$ cat config.mk
export PLATFORM = sky130hd
export DESIGN_NAME = tksb_board
export DESIGN_NICKNAME = d
export VERILOG_FILES = /design/src/hw/rtl/tksb_pkg.sv /design/src/hw/rtl/tksb_board.sv
export SDC_FILE = /design/constraint.sdc
export NUM_CORES = 2
export LEC_CHECK = 0
export BUFFER_PORTS_ARGS = -buffer_cell sky130_fd_sc_hd__buf_4
export CAP_MARGIN = 20
export CORE_MARGIN = 2
export CORE_UTILIZATION = 45
export DETAILED_ROUTE_END_ITERATION = 12
export GPL_TIMING_DRIVEN = 0
export PLACE_DENSITY_LB_ADDON = 0.3
export SYNTH_ARGS = -nofsm -noshare
export SYNTH_HDL_FRONTEND = slang
export SYNTH_SLANG_ARGS = --single-unit
$ cat constraint.sdc
create_clock -name clock -period 7.6 [get_ports clock]
set_input_delay 0.76 -clock clock [delete_from_list [all_inputs] [get_ports clock]]
set_output_delay 0.76 -clock clock [all_outputs]
set_load 0.02 [all_outputs]
$ cat src/hw/rtl/tksb_pkg.sv
// Shared item types and operation codes for the top-k score board.
`default_nettype none

package tksb_pkg;

   localparam logic OP_INSERT = 1'b0;
   localparam logic OP_READ   = 1'b1;

   typedef struct packed {
      logic               operation;
      logic signed [31:0] new_score;
      logic [15:0]        new_tag;
      logic [4:0]         read_rank;
   } req_type;

   typedef struct packed {
      logic               accepted;
      logic signed [31:0] rank_score;
      logic [15:0]        rank_tag;
   } rsp_type;

endpackage

`default_nettype wire

$ cat src/hw/rtl/tksb_board.sv
// Sorted entry storage with a parallel insert and a rank read.
`default_nettype none

module tksb_board #(
   parameter int BOARD_DEPTH = 32
) (
   input  logic             clock,
   input  logic             reset,
   input  logic             item_valid,
   input  tksb_pkg::req_type item,
   output tksb_pkg::rsp_type result
);
   import tksb_pkg::*;

   localparam int IDX_W  = $clog2(BOARD_DEPTH);
   localparam int RANK_W = $bits(item.read_rank);
   localparam int CMP_W  = ((IDX_W > RANK_W) ? IDX_W : RANK_W) + 1;

   logic signed [31:0] score_ff [BOARD_DEPTH];
   logic signed [31:0] score_in [BOARD_DEPTH];
   logic [15:0]        tag_ff   [BOARD_DEPTH];
   logic [15:0]        tag_in   [BOARD_DEPTH];
   logic [BOARD_DEPTH-1:0] less;
   logic               do_insert;
   logic [CMP_W-1:0]   rank_ext;
   logic [IDX_W-1:0]   rank_idx;
   logic               rank_in_range;

   // The board is kept in descending order, so the set of entries below the
   // candidate is a contiguous run at the bottom.
   always_comb begin
      for (int i = 0; i < BOARD_DEPTH; i++) begin
         less[i] = $signed(score_ff[i]) < $signed(item.new_score);
      end
   end

   assign do_insert = item_valid && (item.operation == OP_INSERT) && less[BOARD_DEPTH-1];

   always_comb begin
      score_in[0] = score_ff[0];
      tag_in[0]   = tag_ff[0];
      if (less[0]) begin
         score_in[0] = item.new_score;
         tag_in[0]   = item.new_tag;
      end
      for (int i = 1; i < BOARD_DEPTH; i++) begin
         score_in[i] = score_ff[i];
         tag_in[i]   = tag_ff[i];
         if (less[i]) begin
            if (less[i-1]) begin
               score_in[i] = score_ff[i-1];
               tag_in[i]   = tag_ff[i-1];
            end else begin
               score_in[i] = item.new_score;
               tag_in[i]   = item.new_tag;
            end
         end
      end
   end

   always_ff @(posedge clock) begin
      if (reset) begin
         for (int i = 0; i < BOARD_DEPTH; i++) begin
            score_ff[i] <= '0;
            tag_ff[i]   <= '0;
         end
      end else if (do_insert) begin
         for (int i = 0; i < BOARD_DEPTH; i++) begin
            score_ff[i] <= score_in[i];
            tag_ff[i]   <= tag_in[i];
         end
      end
   end

   assign rank_ext      = CMP_W'(item.read_rank);
   assign rank_idx      = rank_ext[IDX_W-1:0];
   assign rank_in_range = rank_ext < CMP_W'(BOARD_DEPTH);

   always_comb begin
      result.accepted   = do_insert;
      result.rank_score = '0;
      result.rank_tag   = '0;
      if ((item.operation == OP_READ) && rank_in_range) begin
         result.rank_score = score_ff[rank_idx];
         result.rank_tag   = tag_ff[rank_idx];
      end
   end

endmodule

`default_nettype wire

# After elaboration in Yosys (flattened, before gate mapping)
# Memory sizes are Yosys's and may differ from the RTL's.
# Cells that the tools add are included.
[classes] bitwise=65 magnitude_cmp=33 reduce_logical=4 eq_ne=1 mux=196
[ops] op="$mux 32" n=95
[ops] op="$mux 16" n=95
[ops] op="$lt 32x32->1" n=32
[ops] op="$or 1x1->1" n=64
[ops] op="$mux 48" n=1
[ops] op="$lt 5x6->1 const B" n=1
[ops] op="$mux 1" n=5
[ops] op="$logic_and 1x1->1" n=3
[ops] op="$reduce_and 2->1" n=1
[ops] op="$ne 1x1->1 const B" n=1
[ops] op="$not 1->1" n=1
[totals] register_bits=0 wordCells=301 mem_bits_rw=1536 in_bits=57 memories=2
[mem_list] name="score_ff" depth=32 word_bits=32 rd=33 rd_ports_with_merged_regs=0 wr=32 line_no="tksb_board.sv:19" source="logic signed [31:0] score_ff [BOARD_DEPTH];"
[mem_list] name="tag_ff" depth=32 word_bits=16 rd=32 rd_ports_with_merged_regs=0 wr=32 line_no="tksb_board.sv:21" source="logic [15:0] tag_ff [BOARD_DEPTH];"

# Longest topological paths before layout
[logic_depth] depth_word=8 depth_mapped=14

# Worst setup path before layout
# OpenSTA, ideal clock, no wires.
[synth_timing] path_type="input to register" start="input port item[46] (netlist bit)" end="memory score_ff[1][0], enable pin" slack_ps=24 t_arrival_ps=7050 t_required_ps=7074 n_path_buf=3 stages=11 cell_sequence="clkbuf_1 -> inv_1 -> ha_1 -> nand4_1 -> nor3_1 -> nand2_1 -> or4_1 -> and3_1 -> clkbuf_1 -> clkbuf_1 -> o31ai_1"
[synth_lines] item="start, declared" line_no="tksb_board.sv:10" source="input tksb_pkg::req_type item,"
[synth_lines] item="end, declared" line_no="tksb_board.sv:19"

# Worst setup path in the final report
[layout_timing] start="input port item[52] (netlist bit)" end="output port result[48] (netlist bit)"
[layout_between] elab_chain_len=2
[layout_rtl] item="$lt 32x32->1" line_no="tksb_board.sv:33" source="less[i] = $signed(score_ff[i]) < $signed(item.new_score);"
[layout_rtl] item="$logic_and 1x1->1" line_no="tksb_board.sv:37" source="assign do_insert = item_valid && (item.operation == OP_INSERT) && less[BOARD_DEPTH-1];"
[layout_rtl] item="end, declared" line_no="tksb_board.sv:11" source="output tksb_pkg::rsp_type result"
# No other way between the ends.

==> flow_metrics.env <==
export IMPL_htree_num_levels=4
export IMPL_synth_ff_type="edfxtp_1"
export IMPL_setup_viol=1
export IMPL_wl_met3_um=57600
export IMPL_violations="setup timing"
export IMPL_vdd_drop_max_uv=199
export IMPL_path_max_fanout=29
export IMPL_rows=181
export IMPL_arrival_ps=7040
export IMPL_worstSetupPathType="in2out"
export IMPL_routabilityCongestion=1.03
export IMPL_reg2reg_depth=10
export IMPL_syn_to_final_growth_pct=11.6
export IMPL_clkSinkCount=1536
export IMPL_wl_met2_um=217000
export IMPL_clockRootBuffer="clkbuf_16"
export IMPL_slew_violations=0
export IMPL_drtAntennaViolNets=0
export IMPL_crit_top_cell="buf_4"
export IMPL_drt_iter0_drc=12800
export IMPL_antenna_found_initial=30
export IMPL_slowest_delay_ps=1040
export IMPL_drt_pre_antenna_iters=7
export IMPL_vias=92800
export IMPL_portBuffers=68
export IMPL_critPathBufInv=7
export IMPL_crit_cells=13
export IMPL_clk_latency_ps=890
export IMPL_avgSynthCellArea_um2=11.0
export IMPL_yosysWarnings=0
export IMPL_cellLeakagePower_nw=48.6
export IMPL_routed_via_density=6.75
export IMPL_grt_max_degree=39
export IMPL_status="complete, but fails checks"
export IMPL_whs_path_depth=4
export IMPL_crit_chain="clkbuf_1, inv_2, buf_12, ha_1, nand4_1, nor4_1, o21ai_1, a21boi_0, nor2_1, inv_1, buf_1, buf_4, buf_4"
export IMPL_ys_seq_area_share_pct=42.1
export IMPL_routed_wl_um=491000
export IMPL_gr_total_overflow=0
export IMPL_chipWidth_um=497
export IMPL_final_fill_count=21500
export IMPL_start_util_pct=45.1
export IMPL_hold_path_class="in2reg"
export IMPL_grt_pass1_vias=89600
export IMPL_hold_viol=0
export IMPL_hold_buffers=0
export IMPL_synth_cells=9994
export IMPL_io_pins=106
export IMPL_cts_tree="done"
export IMPL_cp_data_required_time_ps=6840
export IMPL_setup_ws_ps=-205
export IMPL_cts_resized=0
export IMPL_core_area_mm2=0.243
export IMPL_dp_hpwl_um=402000
export IMPL_synthArstFlopShare_pct=0
export IMPL_crit_path_end_kind="primary output"
export IMPL_cts_buffers_inserted=184
export IMPL_place_ws_ps=-88.9
export IMPL_cts_buffer_depth=3
export IMPL_synth_area_mm2=0.109
export IMPL_max_freq_ghz=0.128
export IMPL_die_area_mm2=0.247
export IMPL_path_delay_family="buffers and inverters"
export IMPL_rsz0062_at_grt="no"
export IMPL_worst_pin_slew_ps=1340
export IMPL_fin_skew_ps=37.3
export IMPL_clk_pin_slew_ps=60
export IMPL_max_slew_margin_pct=10.6
export IMPL_postCtsSetupRepairBufs=0
export IMPL_period_needed_ps=7800
export IMPL_p_total_w=0.0297
export IMPL_drive_gt1_share_pct=12.4
export IMPL_fin_nets=11400
export IMPL_finalCritPeriodShare_pct=103
export IMPL_syn_num_nets=11000
export IMPL_wl_met1_um=180000
export IMPL_track_usage_pct=38.5
export IMPL_cpMaxStageDelayCell="nor4_1"
export IMPL_die_h_um=497
export IMPL_wl_per_cell_um=35.7
export IMPL_synth_cell_types=75
export IMPL_highest_layer="met5"
export IMPL_grt_first_pass_wirelength_um=670000
export IMPL_ys_ff_latch=1536
export IMPL_drc_errors=0
export IMPL_synth_edf_count=1536
export IMPL_pwr_density_cell_mw_per_mm2=243
export IMPL_maxCapViolations=0
export IMPL_r2r_slack_ps=1650
export IMPL_cp_start_kind="primary input"
==> cells by family (layout without fill, tap and decap cells) <==
kind of cell | count (synthesis) | count (layout) | share of synthesized area (%)
simple gates | 3089 | 3089 | 13.1
other cells | 0 | 31 | 0
mux | 1306 | 1306 | 17.5
fa+ha+maj | 992 | 992 | 11.3
buf+inv | 914 | 1432 | 3.43
compound gates | 2149 | 2149 | 12.4
flops | 1536 | 1536 | 42.1
xor+xnor | 8 | 8 | 0.0709
==> placed cells by master, fill, tap and decap left out, types with 38 or more instances in the layout <==
cell type  instances
a211oi_1          44
nand2b_1         317
nor3_1            38
a31oi_1          109
buf_12            61
mux4_2           480
a211o_1          195
buf_2            159
clkinv_1          56
nor2b_1           75
edfxtp_1        1536
o21ai_0          514
nand2_1          924
a21oi_1          610
clkbuf_1         596
mux2i_1          776
nand3_1          568
buf_1             93
clkbuf_16        185
ha_1             992
mux2_2            49
nor2_1           842
a21o_1           383
buf_4             92
a22oi_1           50
nand4_1          126
==> cells in the mapped netlist (all sizes together) (75+ instances only) <==
library cell  count  share of area, %
nor2b            75              0.43
mux2i           777               7.1
edfxtp         1536                42
a21oi           611               2.8
nand4           126              0.72
buf             279               1.3
ha              992                11
clkbuf          579               2.0
nand2b          317               1.8
mux4            480               9.9
a31oi           109              0.62
o21ai           552               2.5
nand2           925               3.2
a21o            394               2.7
nor2            842               2.9
a211o           195               1.6
nand3           568               2.6
==> routing by layer <==
metal / vias up / global-route usage [%]
met5: - / 0.502
met1: 46500 / 48.1
met2: 6192 / 59.1
met3: 1164 / 10.7
li1: 38900 / -
met4: 10 / 23.7
==> flip-flops by register name, indices dropped and copies added, names as in the netlist <==
name,cells
score_ff,1024
tag_ff,512
==> worst register-to-register path: stages (launching register included) <==
cell and delay, ps:
edfxtp_1 390, ha_1 650, nand4_1 260, nor4_1 1040
o21ai_1 620, and4_1 420, o21ai_1 310, buf_2 480
clkbuf_1 800, buf_2 560, a21oi_1 140
==> final timing paths <==
| kind | end | startpoint |
|---|---|---|
| max | result[48] | item[52] |
| min | tag_ff[19][8] | item[13] |
| max reg2reg | score_ff[17][17] | score_ff[31][31] |
| min reg2reg | tag_ff[29][6] | tag_ff[28][6] |
==> power by group <==
part	switching, W	total, W	internal, W
Combinational	0.00598	0.00926	0.00328
Sequential	0.000968	0.0116	0.0106
Clock	0.00402	0.00881	0.00479
==> layout make-up <==
cell class / count / area (µm²) / area share [%]
repair buffers: 187 / 2680 / 2.19
clock buffers: 224 / 4780 / 3.91
diodes: 31 / 77.6 / 0.0635
inverters: 56 / 210 / 0.172
clock inverters: 107 / 935 / 0.765
well taps: 3202 / 4010 / 3.28
flip-flops and latches: 1536 / 46100 / 37.8
plain buffers: 858 / 3580 / 2.93
multi-input cells: 7544 / 59800 / 48.9
==> per-stage QoR <==
stage               setup TNS, ps  instances  hold slack [ps]  utilization (%)  instance area, µm²
floorplan                       0       9994              536                -              109000
global placement         -6568320      13300              542             47.0              114000
detailed placement           -806      13400              558             47.8              116000
CTS                             0      13700              420             50.2              122000
global route                    0      13700              455             50.3              122000
finish                       -205      13700              460             50.4              122000
No activity file was read; power rests on OpenSTA's default activity.
